<file path="src/rtl/sha256_pkg.sv">
`default_nettype none
// ----------------------------------------------------------------------------
// SHA-256 hasher package
// Shared types, constants and round functions for the SHA-256 byte hasher.
// ----------------------------------------------------------------------------
package sha256_pkg;

  // Queue entry passed from the byte front end to the compression back end.
  // Each entry carries one whole 512-bit block.
  typedef struct packed {
    logic [511:0] block;
    logic         final_blk;
  } blk_req_t;

  localparam logic [7:0]  PadByte   = 8'h80;
  localparam int unsigned LenOffset = 56;

  localparam logic [255:0] InitHash = {
    32'h6a09e667, 32'hbb67ae85, 32'h3c6ef372, 32'ha54ff53a,
    32'h510e527f, 32'h9b05688c, 32'h1f83d9ab, 32'h5be0cd19};

  function automatic logic [31:0] round_k(input logic [5:0] t);
    logic [31:0] k;
    case (t)
      6'd0: k = 32'h428a2f98;  6'd1: k = 32'h71374491;  6'd2: k = 32'hb5c0fbcf;
      6'd3: k = 32'he9b5dba5;  6'd4: k = 32'h3956c25b;  6'd5: k = 32'h59f111f1;
      6'd6: k = 32'h923f82a4;  6'd7: k = 32'hab1c5ed5;  6'd8: k = 32'hd807aa98;
      6'd9: k = 32'h12835b01;  6'd10: k = 32'h243185be; 6'd11: k = 32'h550c7dc3;
      6'd12: k = 32'h72be5d74; 6'd13: k = 32'h80deb1fe; 6'd14: k = 32'h9bdc06a7;
      6'd15: k = 32'hc19bf174; 6'd16: k = 32'he49b69c1; 6'd17: k = 32'hefbe4786;
      6'd18: k = 32'h0fc19dc6; 6'd19: k = 32'h240ca1cc; 6'd20: k = 32'h2de92c6f;
      6'd21: k = 32'h4a7484aa; 6'd22: k = 32'h5cb0a9dc; 6'd23: k = 32'h76f988da;
      6'd24: k = 32'h983e5152; 6'd25: k = 32'ha831c66d; 6'd26: k = 32'hb00327c8;
      6'd27: k = 32'hbf597fc7; 6'd28: k = 32'hc6e00bf3; 6'd29: k = 32'hd5a79147;
      6'd30: k = 32'h06ca6351; 6'd31: k = 32'h14292967; 6'd32: k = 32'h27b70a85;
      6'd33: k = 32'h2e1b2138; 6'd34: k = 32'h4d2c6dfc; 6'd35: k = 32'h53380d13;
      6'd36: k = 32'h650a7354; 6'd37: k = 32'h766a0abb; 6'd38: k = 32'h81c2c92e;
      6'd39: k = 32'h92722c85; 6'd40: k = 32'ha2bfe8a1; 6'd41: k = 32'ha81a664b;
      6'd42: k = 32'hc24b8b70; 6'd43: k = 32'hc76c51a3; 6'd44: k = 32'hd192e819;
      6'd45: k = 32'hd6990624; 6'd46: k = 32'hf40e3585; 6'd47: k = 32'h106aa070;
      6'd48: k = 32'h19a4c116; 6'd49: k = 32'h1e376c08; 6'd50: k = 32'h2748774c;
      6'd51: k = 32'h34b0bcb5; 6'd52: k = 32'h391c0cb3; 6'd53: k = 32'h4ed8aa4a;
      6'd54: k = 32'h5b9cca4f; 6'd55: k = 32'h682e6ff3; 6'd56: k = 32'h748f82ee;
      6'd57: k = 32'h78a5636f; 6'd58: k = 32'h84c87814; 6'd59: k = 32'h8cc70208;
      6'd60: k = 32'h90befffa; 6'd61: k = 32'ha4506ceb; 6'd62: k = 32'hbef9a3f7;
      default: k = 32'hc67178f2;
    endcase
    return k;
  endfunction

  function automatic logic [31:0] rotr(input logic [31:0] x, input int unsigned n);
    return (x >> n) | (x << (32 - n));
  endfunction

endpackage
`default_nettype wire

</file>
<file path="src/rtl/sha256_front.sv">
`default_nettype none
// ----------------------------------------------------------------------------
// SHA-256 byte front end
// Shifts message bytes into 512-bit blocks, shifts in the padding one byte per
// cycle unless a completed block must wait for the slot, appends the bit length
// and hands finished blocks to the compression core through a one-entry slot.
// ----------------------------------------------------------------------------
module sha256_front (
  input  wire logic                  clk,
  input  wire logic                  rst,
  input  wire logic [7:0]            data_byte,
  input  wire logic                  has_byte,
  input  wire logic                  end_of_message,
  input  wire logic                  in_valid,
  output logic                       in_ready,
  output sha256_pkg::blk_req_t       blk,
  output logic                       blk_valid,
  input  wire logic                  blk_ready
);
  import sha256_pkg::*;

  typedef enum logic [2:0] {
    S_BYTES = 3'b001,
    S_PAD   = 3'b010,
    S_LEN   = 3'b100
  } fstate_t;

  fstate_t      state;
  logic [511:0] buffer;
  logic [5:0]   fill;
  logic [63:0]  byte_count;
  logic         out_full;
  logic         pad_first;
  logic         push_ok;
  logic         accept;
  logic [511:0] shifted;
  logic [511:0] pad_shift;
  logic         pad_step;
  logic         push;
  logic [511:0] push_block;
  logic         push_final;

  // A block is handed over only when the output slot is free or draining.
  assign push_ok   = !out_full || blk_ready;
  assign in_ready  = (state == S_BYTES) && push_ok;
  assign blk_valid = out_full;
  assign accept    = in_valid && in_ready;

  // Bytes enter at the bottom, so byte 0 of a block ends up in the top bits.
  always_comb begin
    shifted    = {buffer[503:0], data_byte};
    pad_shift  = {buffer[503:0], (pad_first ? PadByte : 8'h00)};
    pad_step   = (state == S_PAD) && ((fill != 6'd63) || push_ok);
    push       = 1'b0;
    push_block = shifted;
    push_final = 1'b0;
    case (state)
      S_BYTES: push = accept && has_byte && (fill == 6'd63);
      S_PAD: begin
        push       = pad_step && (fill == 6'd63);
        push_block = pad_shift;
      end
      S_LEN: begin
        // The bit length wraps at 64 bits.
        push       = push_ok;
        push_block = {buffer[447:0], byte_count[60:0], 3'b000};
        push_final = 1'b1;
      end
      default: push = 1'b0;
    endcase
  end

  always_ff @(posedge clk) begin
    if (rst) begin
      state <= S_BYTES; fill <= '0; byte_count <= '0; out_full <= 1'b0;
      pad_first <= 1'b0;
    end else begin
      // Hand-over slot toward the core.
      if (push) begin
        blk.block <= push_block; blk.final_blk <= push_final; out_full <= 1'b1;
      end else if (blk_ready) begin
        out_full <= 1'b0;
      end
      case (state)
        S_BYTES: if (accept) begin
          if (has_byte) begin
            buffer <= shifted;
            fill <= fill + 6'd1;
          end
          byte_count <= byte_count + {63'd0, has_byte};
          if (end_of_message) begin
            pad_first <= 1'b1;
            state <= S_PAD;
          end
        end
        // The pad byte 0x80 goes first, then zeros up to the length field.
        S_PAD: if (pad_step) begin
          buffer <= pad_shift;
          fill <= fill + 6'd1;
          pad_first <= 1'b0;
          if (fill == 6'(LenOffset - 1)) state <= S_LEN;
        end
        S_LEN: if (push_ok) begin
          fill <= '0; byte_count <= '0;
          state <= S_BYTES;
        end
        default: state <= S_BYTES;
      endcase
    end
  end
endmodule
`default_nettype wire

</file>
<file path="config.mk">
export PLATFORM = sky130hd
export DESIGN_NAME = sha256_front
export DESIGN_NICKNAME = d
export VERILOG_FILES = /design/src/rtl/sha256_pkg.sv /design/src/rtl/sha256_front.sv
export SDC_FILE = /design/constraint.sdc
export NUM_CORES = 1
export LEC_CHECK = 0
export CORE_ASPECT_RATIO = 0.8
export CORE_MARGIN = 2
export CORE_UTILIZATION = 25
export DETAILED_ROUTE_END_ITERATION = 8
export DONT_BUFFER_PORTS = 1
export GPL_TIMING_DRIVEN = 0
export SYNTH_ARGS = -nofsm -noshare
export SYNTH_HDL_FRONTEND = slang
export SYNTH_SLANG_ARGS = --single-unit
export TNS_END_PERCENT = 20
</file>
<file path="constraint.sdc">
create_clock -name clk -period 34.5 [get_ports clk]
set_input_delay 3.45 -clock clk [delete_from_list [all_inputs] [get_ports clk]]
set_output_delay 3.45 -clock clk [all_outputs]
set_load 0.01 [all_outputs]
</file>
==> reports/results.txt <==
Hold Crit Start = buffer[488]$_DFFE_PP_
Mapped Area = 40,460 um2
total CTS buffers = 115
maxcap violations = 0
Total Nets Final = 3,284
Final WS setup = 26.86 ns
Avg Inst Size Synth = 13.03 um2
FILL cells = 16,185
DP Worst Slack = 26.85 ns
synth warn = 0
actual slew at the worst max-slew pin = 1.176 ns
endpoints failing setup = 0
Arrival @ worst endpoint = 4.19 ns
most frequent cells in the layout = nand2_1 (1,531), edfxtp_1 (1,017), clkbuf_1 (131), clkbuf_16 (116), dfxtp_1 (72)
global route total overflow = 0
maximum VDD drop = 0.04514 mV
outcome = complete, no violations
Slew Viols, Final = 0
post-synthesis sequential area ratio = 79.04%
Via Count = 24,590
chip width = 453.8 um
worst rel slew slack = 21.60%
clock sink count = 1,089
Vias/cell = 4.463
R2R Path Start = blk_valid$_SDFFE_PP0P_
later-pin clock latency in the skew report = 0.74 ns
Post-Syn Nets = 3,123
most common cell after layout, fill and taps aside = nand2_1
Hold Path Class = register to register
max incr delay on CP = 0.47 ns
crit path time final = 7.645 ns
first-pass GRT wire length = 193,800 um
reg2reg end = blk[377]$_DFFE_PP_
initial antenna violation count = 1
Root Buffer = clkbuf_16
Buf+Inv Stages, Crit Path = 1
GRT Overall Usage = 16.98%
Detail Route Antenna Nets = 0
# DRC = 0
worst path cell trace = nor2b_1 > clkbuf_1 > nor3_1
hold depth = 0
post-DR wirelength/cell = 26.22 um
port bufs = 0
largest net degree at the start of global routing = 33
CP max-delay cell = nor3_1
Fin. Hold Viols = 0
Placer Congestion = 0.8511
period utilization = 22.16%
unrepaired setup endpoints after global routing = no
Core Box Area = 161,400 um2
Cell Pwr Density = 57.13 nW/um2
synthesis-to-layout area growth = 18.26%
Post-synth EDFFs = 1,017
setup bufs post-CTS = 0
Vert. Die Dim = 363.8 um
final wirelength = 144,500 um
final core occ = 29.65%
Seq cells post-synth = 1,089
num rows = 132
initial drt markers = 2,652
total I/O pin count = 529
Max Freq = 0.1308 GHz
Initial Utilization = 25.08%
number of global-route vias before repair = 23,537
Max FO, Critical Path = 8
R2R depth = 12
H-tree depth = 3
Primary FF master, synth = edfxtp_1
R2R setup slack = 30.23 ns
skew final = 0.02132 ns
share of cells above drive strength 1 = 7.548%
First-pass DRT Iterations = 5
clk buf depth = 3
Hold EP = buffer[496]$_DFFE_PP_
CP delay by family, top = simple AND/OR/NAND/NOR gates
post-cts resize count = 0
critical path class = primary input to output pin
ys async rst share = 0%
P_leak = 0.01621 uW
Worst Setup Start Kind = primary input
CTS tree = built
Mapped Cells = 3,106
CTS hold repair buffers = 0
Netlist cell types = 48
Crit. End Element = output pin
die area = 165,100 um2
Clock Pin Slew Worst Setup and Hold Paths = 0.06 ns
DP HPWL = 109,600 um
Worst Path Required = 31.05 ns
## synth_stat cells (all sizes together), types with 3 or more instances
cell | instances | share of area [%]
a21oi | 43 | 0.53
a22oi | 4 | 0.074
and3 | 13 | 0.20
and4 | 5 | 0.11
buf | 20 | 0.24
clkbuf | 119 | 1.1
dfxtp | 72 | 3.6
edfxtp | 1017 | 75
ha | 3 | 0.093
inv | 8 | 0.074
mux2 | 4 | 0.11
mux2i | 3 | 0.074
nand2 | 1531 | 14
nand2b | 9 | 0.14
nand3 | 31 | 0.38
nand4 | 29 | 0.49
nand4b | 3 | 0.065
nor2 | 44 | 0.41
nor2b | 10 | 0.15
nor3 | 6 | 0.074
nor4 | 6 | 0.093
o21ai | 27 | 0.33
o31ai | 14 | 0.26
o41ai | 4 | 0.087
or2 | 3 | 0.046
or3 | 21 | 0.32
or4 | 13 | 0.24
xnor2 | 7 | 0.15
xor2 | 19 | 0.41
## per-stage QoR
step | setup TNS [ns] | hold slack (ns) | total power (uW) | std cells | cell area [um2]
finish | 0 | 0.4457 | 2734 | 5510 | 47850
CTS | 0 | 0.4418 | 2755 | 5509 | 47850
floorplan | 0 | 0.4262 | 1529 | 3106 | 40460
global placement | -9093.44 | 0.4288 | 1563 | 5250 | 43150
detailed placement | 0 | 0.4321 | 1533 | 5294 | 44170
global route | 0 | 0.4500 | 2810 | 5509 | 47850
## kinds of logic (layout without fill, tap and decap cells)
family	after synthesis	in the layout	synth area share (%)
other cells	0	1	0
simple gates	1732	1732	17.12
flops	1089	1089	79.04
fa+ha+maj	3	3	0.09277
compound gates	102	102	1.583
buf+inv	147	406	1.422
xor+xnor	26	26	0.5628
mux	7	7	0.1855
## per-layer routing
metal	track usage (%)	vias up	wire length, um
li1	-	11064	-
met1	20.17	12331	55510
met2	28.59	992	70770
met3	5.292	203	12050
met4	6.729	0	6160
met5	0	-	0
## worst reg2reg max path: stages (launching register included)
cell and delay [ns]:
dfxtp_1 0.37, nor2b_1 0.16, clkbuf_1 0.25, nor4b_1 0.72, and3_1 0.26, o21ai_0 0.16, a21oi_4 0.72, buf_16 0.25
buf_12 0.20, buf_12 0.23, buf_16 0.21, buf_16 0.19, buf_12 0.23
## how the worst max path moves through the flow
stage,start,endpoint,depth (start not counted)
2_1_floorplan,blk_ready,blk[0]$_DFFE_PP_,6
3_3_place_gp,blk_ready,blk[182]$_DFFE_PP_,6
3_5_place_dp,blk_ready,in_ready,3
4_1_cts,blk_ready,in_ready,3
5_1_grt,blk_ready,in_ready,3
6_report,blk_ready,in_ready,3
## state kept, by name, indices dropped and copies added, names as in the netlist
register,count
pad_first,1
blk_valid,1
state,3
byte_count,61
blk,513
buffer,504
fill,6
## final cells by class
| type | count | area, um2 | share of cell area (%) |
|---|---|---|---|
| antenna | 1 | 2.502 | 0.005230 |
| buffer | 139 | 545.5 | 1.140 |
| clock buffer | 128 | 2948 | 6.160 |
| clock inverter | 87 | 730.7 | 1.527 |
| inverter | 8 | 30.03 | 0.06275 |
| multi-input combinational | 1870 | 7930 | 16.57 |
| sequential | 1089 | 31980 | 66.83 |
| tap | 2144 | 2683 | 5.606 |
| timing repair buffer | 44 | 1001 | 2.092 |
## power breakdown
group / internal [uW] / total (uW) / switching, uW
registers: 1450 / 1470 / 16.7
logic: 12.1 / 38.6 / 26.5
clock network: 679 / 1230 / 550
total: 2140 / 2730 / 593
Note: power is estimated with default switching activity, not from simulation.
