--- config.mk ---
export PLATFORM = sky130hd
export DESIGN_NAME = sha256_core
export DESIGN_NICKNAME = d
export VERILOG_FILES = /design/src/rtl/sha256_pkg.sv /design/src/rtl/sha256_core.sv
export SDC_FILE = /design/constraint.sdc
export NUM_CORES = 2
export LEC_CHECK = 0
export ABC_AREA = 1
export ABC_CLOCK_PERIOD_IN_PS = 81700
export BUFFER_PORTS_ARGS = -buffer_cell sky130_fd_sc_hd__buf_4
export CAP_MARGIN = 10
export CELL_PAD_IN_SITES_DETAIL_PLACEMENT = 1
export CELL_PAD_IN_SITES_GLOBAL_PLACEMENT = 1
export CORE_UTILIZATION = 46
export CTS_CLUSTER_SIZE = 24
export DETAILED_ROUTE_END_ITERATION = 12
export GPL_TIMING_DRIVEN = 0
export PLACE_DENSITY = 0.82
export RECOVER_POWER = 50
export SYNTH_ARGS = -nofsm -noshare
export SYNTH_HDL_FRONTEND = slang
export SYNTH_SLANG_ARGS = --single-unit
--- constraint.sdc ---
create_clock -name clk -period 81.7 [get_ports clk]
set_input_delay 8.17 -clock clk [delete_from_list [all_inputs] [get_ports clk]]
set_output_delay 8.17 -clock clk [all_outputs]
set_load 0.01 [all_outputs]
--- src/rtl/sha256_pkg.sv ---
`default_nettype none
// ----------------------------------------------------------------------------
// SHA-256 hasher package
// Shared types, constants and round functions for the SHA-256 byte hasher.
// ----------------------------------------------------------------------------
package sha256_pkg;

  // Queue entry passed from the byte front end to the compression back end.
  // Each entry carries one whole 512-bit block.
  typedef struct packed {
    logic [511:0] block;
    logic         final_blk;
  } blk_req_t;

  localparam logic [7:0]  PadByte   = 8'h80;
  localparam int unsigned LenOffset = 56;

  localparam logic [255:0] InitHash = {
    32'h6a09e667, 32'hbb67ae85, 32'h3c6ef372, 32'ha54ff53a,
    32'h510e527f, 32'h9b05688c, 32'h1f83d9ab, 32'h5be0cd19};

  function automatic logic [31:0] round_k(input logic [5:0] t);
    logic [31:0] k;
    case (t)
      6'd0: k = 32'h428a2f98;  6'd1: k = 32'h71374491;  6'd2: k = 32'hb5c0fbcf;
      6'd3: k = 32'he9b5dba5;  6'd4: k = 32'h3956c25b;  6'd5: k = 32'h59f111f1;
      6'd6: k = 32'h923f82a4;  6'd7: k = 32'hab1c5ed5;  6'd8: k = 32'hd807aa98;
      6'd9: k = 32'h12835b01;  6'd10: k = 32'h243185be; 6'd11: k = 32'h550c7dc3;
      6'd12: k = 32'h72be5d74; 6'd13: k = 32'h80deb1fe; 6'd14: k = 32'h9bdc06a7;
      6'd15: k = 32'hc19bf174; 6'd16: k = 32'he49b69c1; 6'd17: k = 32'hefbe4786;
      6'd18: k = 32'h0fc19dc6; 6'd19: k = 32'h240ca1cc; 6'd20: k = 32'h2de92c6f;
      6'd21: k = 32'h4a7484aa; 6'd22: k = 32'h5cb0a9dc; 6'd23: k = 32'h76f988da;
      6'd24: k = 32'h983e5152; 6'd25: k = 32'ha831c66d; 6'd26: k = 32'hb00327c8;
      6'd27: k = 32'hbf597fc7; 6'd28: k = 32'hc6e00bf3; 6'd29: k = 32'hd5a79147;
      6'd30: k = 32'h06ca6351; 6'd31: k = 32'h14292967; 6'd32: k = 32'h27b70a85;
      6'd33: k = 32'h2e1b2138; 6'd34: k = 32'h4d2c6dfc; 6'd35: k = 32'h53380d13;
      6'd36: k = 32'h650a7354; 6'd37: k = 32'h766a0abb; 6'd38: k = 32'h81c2c92e;
      6'd39: k = 32'h92722c85; 6'd40: k = 32'ha2bfe8a1; 6'd41: k = 32'ha81a664b;
      6'd42: k = 32'hc24b8b70; 6'd43: k = 32'hc76c51a3; 6'd44: k = 32'hd192e819;
      6'd45: k = 32'hd6990624; 6'd46: k = 32'hf40e3585; 6'd47: k = 32'h106aa070;
      6'd48: k = 32'h19a4c116; 6'd49: k = 32'h1e376c08; 6'd50: k = 32'h2748774c;
      6'd51: k = 32'h34b0bcb5; 6'd52: k = 32'h391c0cb3; 6'd53: k = 32'h4ed8aa4a;
      6'd54: k = 32'h5b9cca4f; 6'd55: k = 32'h682e6ff3; 6'd56: k = 32'h748f82ee;
      6'd57: k = 32'h78a5636f; 6'd58: k = 32'h84c87814; 6'd59: k = 32'h8cc70208;
      6'd60: k = 32'h90befffa; 6'd61: k = 32'ha4506ceb; 6'd62: k = 32'hbef9a3f7;
      default: k = 32'hc67178f2;
    endcase
    return k;
  endfunction

  function automatic logic [31:0] rotr(input logic [31:0] x, input int unsigned n);
    return (x >> n) | (x << (32 - n));
  endfunction

endpackage
`default_nettype wire

--- src/rtl/sha256_core.sv ---
`default_nettype none
// ----------------------------------------------------------------------------
// SHA-256 compression core
// Runs 64 rounds per block, one round per cycle, with a rolling 16-word
// schedule, and emits the eight digest words after a final block.
// ----------------------------------------------------------------------------
module sha256_core (
  input  wire logic               clk,
  input  wire logic               rst,
  input  sha256_pkg::blk_req_t    blk,
  input  wire logic               blk_valid,
  output logic                    blk_ready,
  output logic [31:0]             digest_word,
  output logic [2:0]              word_index,
  output logic                    last_word,
  output logic                    out_valid,
  input  wire logic               out_ready
);
  import sha256_pkg::*;

  typedef enum logic [3:0] {
    C_IDLE  = 4'b0001,
    C_ROUND = 4'b0010,
    C_FOLD  = 4'b0100,
    C_EMIT  = 4'b1000
  } cstate_t;

  cstate_t      state;
  logic [255:0] hash;
  logic [31:0]  a, b, c, d, e, f, g, h;
  logic [511:0] w;
  logic [5:0]   rnd;
  logic         final_blk;
  logic [2:0]   idx;
  logic [31:0]  wt, wn, t1, t2;

  assign blk_ready = (state == C_IDLE);

  // Window holds w[t..t+15]; w[t] is the top word.
  always_comb begin
    logic [31:0] w1, w14, w0, w9;
    w0  = w[511 -: 32];
    w1  = w[479 -: 32];
    w9  = w[223 -: 32];
    w14 = w[63 -: 32];
    wt = w0;
    wn = w0 + (rotr(w1,7) ^ rotr(w1,18) ^ (w1 >> 3)) + w9
       + (rotr(w14,17) ^ rotr(w14,19) ^ (w14 >> 10));
    t1 = h + (rotr(e,6) ^ rotr(e,11) ^ rotr(e,25)) + ((e & f) ^ (~e & g))
       + round_k(rnd) + wt;
    t2 = (rotr(a,2) ^ rotr(a,13) ^ rotr(a,22)) + ((a & b) ^ (a & c) ^ (b & c));
  end

  assign digest_word = hash[255 - 32*idx -: 32];
  assign word_index  = idx;
  assign last_word   = (idx == 3'd7);
  assign out_valid   = (state == C_EMIT);

  always_ff @(posedge clk) begin
    if (rst) begin
      state <= C_IDLE; hash <= InitHash; rnd <= '0; idx <= '0;
    end else begin
      case (state)
        C_IDLE: if (blk_valid) begin
          w <= blk.block; final_blk <= blk.final_blk; rnd <= '0;
          {a, b, c, d, e, f, g, h} <= hash;
          state <= C_ROUND;
        end
        C_ROUND: begin
          h <= g; g <= f; f <= e; e <= d + t1;
          d <= c; c <= b; b <= a; a <= t1 + t2;
          w <= {w[479:0], wn};
          rnd <= rnd + 6'd1;
          if (rnd == 6'd63) state <= C_FOLD;
        end
        C_FOLD: begin
          hash <= {hash[255:224] + a, hash[223:192] + b, hash[191:160] + c,
                   hash[159:128] + d, hash[127:96] + e, hash[95:64] + f,
                   hash[63:32] + g, hash[31:0] + h};
          idx <= '0;
          state <= final_blk ? C_EMIT : C_IDLE;
        end
        C_EMIT: if (out_ready) begin
          idx <= idx + 3'd1;
          if (idx == 3'd7) begin
            hash <= InitHash; state <= C_IDLE;
          end
        end
        default: state <= C_IDLE;
      endcase
    end
  end
endmodule
`default_nettype wire

==> impl_results.md <==
- Clock tree from TritonCTS: yes
- First-pass GRT wire length: roughly 630000 µm
- Tmin final: 13780 ps
- Synth Warn #: 0
- Initial antenna violation count: 94
- Slew Viols, Final: 96
- Number of global-route vias before repair: 87170
- RSZ-0062 raised after global routing: no
- Drt via density: 6.425
- Largest area contributor in the netlist: edfxtp_1
- Startpoint types: primary input
- Wire per inst: 32.61 µm
- Failing checks: capacitance limit, slew limit
- Post-CTS Setup Inserts: 0
- Post-CTS Hold Buffers: 0
- Critical Path RT: 82230 ps
- Pre-antenna DRT Iters: 6
- Number of remaining DRC errors: 0
- Gpl congestion: 1.135
- Slew @ Worst Pin: roughly 2200 ps
- DRT Wirelength: 452500 µm
- Peak VDD IR: approximately 60 µV
- Fraction of layout cells with a size suffix above 1: 7.637%
- Cells after Synth: 10680
- TritonCTS buffer count: ~140
- Largest net degree at the start of global routing: 17
- Gr usage total: 50.57%
- Max Cap Viol: 9
- Vias: 89150
- Top-area cell type share of the netlist area: 29.41%
- Post-synthesis mux area share: 0%
- Gr ovfl total: 0
- Rel. slew slack: -47.65%
- Top cell by count, worst path: buf_6
- TritonCTS sink count: 1070
- NumNets Final: 12570
- Initial Util: 46.33%
- Period utilization: 16.86%
- 1st-iter DRT viols: 13290
- Row count: 151
- Syn-to-layout area delta: 15.60%
- XOR/XNOR share of the synthesized area: 3.748%
- Share of flip-flops with an asynchronous set or reset: 0%
- Die Y: just over 400 µm
- Adder-Cell Fraction of Synth Area: 11.22%
- Die extent in x: 415.1 µm
- Synthesized area: 78510 µm²
- Final Skew: 51.99 ps
- Largest stage delay on the critical path: 1010 ps
- Static Leak: 40.46 nW
- Yosys cell types: 51
- Syn nets: 11790
- Crit Path Max Fanout: 14
- Status: finished with violations
- Yosys reg bits: between 1000 and 1500
- CTS root buffer: clkbuf_16
- Synth top area cells: edfxtp_1 29%, nand2_1 17%, dfxtp_1 7.7%
- Placed cell count: 13540
- Data arrival, critical path: 14310 ps
- Synth Area in Compound Gates: 13.98%
- Clk_lat worst skew: about 840 ps
- Commonest non-fill, non-tap cells in the layout: 3489 x nand2_1, 1190 x inv_1, 886 x o21ai_0, 806 x a21oi_1, 769 x edfxtp_1
- Core Area: 169500 µm²
- CP Capture Type: register
- Final hold violation count: 0
- Synth Area in Simple Gates: about a quarter
- Antenna-violating nets left: 0
- Post-synth top flop: edfxtp_1
- Post-layout util: 53.55%
- Setup ws final: around 68000 ps
- Reg clk slew, reported paths: 60 ps
- Commonest non-fill, non-tap cell in the layout: nand2_1
- Non-Filler Instances: about 14000
- Sequential fraction of the synthesis area: 37.09%
- Max Freq: 0.07259 GHz
- HPWL after DPL: 359700 µm
- Die ar.: 172300 µm²
- Pre-CTS setup slack: 67540 ps
- Mean post-synth cell area: approximately 7.3 µm²
- Buffers on Ports: 553
- Slowest cell on crit path: nor3_2
- Worst Hold Class: register to register
- Clock Tree Buf Depth: 3
- Post-cts resize count: 0
- Main combinational cell family by area after synthesis: simple AND/OR/NAND/NOR gates
- Pwr/cell area: 47.63 nW/µm²
- Cell chain of the critical path: clkbuf_1, clkbuf_1, buf_1, nor3_2, buf_6, buf_6, buf_6, buf_6, buf_8, buf_6, buf_6, buf_8, buf_4, buf_6, buf_6, buf_6, buf_6, buf_6, buf_6, buf_6
- # H-tree levels: 4
- I/O pin cnt: 555
- Setup CP Type: primary input to register
- Final setup vio count: 0
- Number of enable flip-flop cells after synthesis: ~770
-- metal layers --
layer / up-vias / track usage (%) / part of all wire, %
li1: 36800 / - / -
met1: 43450 / 63.83 / 36
met2: 7042 / 72.29 / 41
met3: 1814 / 17.74 / 14
met4: 46 / 34.54 / 8.4
met5: - / 0 / 0.069
-- Yosys cell counts, drive strengths merged (76+ instances only) --
| cell | instances |
|---|---|
| nand4 | 111 |
| clkbuf | 276 |
| inv | 1203 |
| nor3 | 76 |
| nor2 | 682 |
| nand3 | 579 |
| o21ai | 905 |
| nand2 | 3504 |
| buf | 117 |
| dfxtp | 301 |
| fa | 195 |
| xnor2 | 154 |
| xor2 | 182 |
| edfxtp | 769 |
| a21oi | 808 |
| ha | 391 |
-- state kept, by name, summed over array words and instances (netlist names), named ones only --
| signal | flops |
|---|---|
| word_index | 3 |
| e | 32 |
| final_blk | 1 |
| w | 512 |
| hash | 256 |
| f | 32 |
| c | 32 |
| state | 4 |
| d | 32 |
| a | 32 |
| b | 32 |
| h | 32 |
| rnd | 6 |
| g | 32 |
-- worst paths after layout --
path              cells after the start  slack [ps]        end  startpoint
hold / removal                        2         500  hash[103]   hash[103]
setup / recovery                     20       67920     w[344]         rst
hold reg to reg                       2         500  hash[103]   hash[103]
setup reg to reg                     28       72470      a[22]       e[12]
-- report_power, final --
part | total (mW) | internal [mW] | leakage, nW | switching (mW)
clock | 0.633 | 0.352 | 2.16 | 0.281
combinational | 3.01 | 0.828 | 28.9 | 2.18
sequential | 0.681 | 0.636 | 9.38 | 0.0454
total | 4.32 | 1.82 | 40.5 | 2.51
-- critical path: cells and delay by family --
kind | cells | cell delay (ps)
buf+inv | 19 | 5060
simple gates | 1 | 1010
-- through the flow --
stage	setup TNS [ps]	hold WS (ps)	cell area, µm²	power, mW
global placement	-4258470	475.3	85430	3.504
CTS	0	495.5	90990	4.129
detailed placement	0	487.3	86550	3.478
finish	0	499.6	90750	4.323
global route	0	524.9	90690	4.480
floorplan	0	461.2	78510	2.445
-- final cells by class --
cell class | instances | area (µm²)
fillers | 21550 | 78720
multi-input cells | 8014 | 43180
flip-flops and latches | 1070 | 29120
repair buffers | 647 | 4891
inverters | 1205 | 4523
clock buffers | 168 | 3606
well taps | 2218 | 2775
plain buffers | 393 | 1632
clock inverters | 78 | 828.3
diodes | 82 | 205.2
-- kinds of logic after synthesis --
| kind of cell | count (synthesis) |
|---|---|
| AND/OR/NAND/NOR | 5046 |
| AO/OA/AOI/OAI | 2045 |
| buffers and inverters | 1598 |
| flip-flops | 1070 |
| adder cells (fa/ha/maj) | 587 |
| XOR/XNOR | 336 |
(Power assumes the default switching activity.)
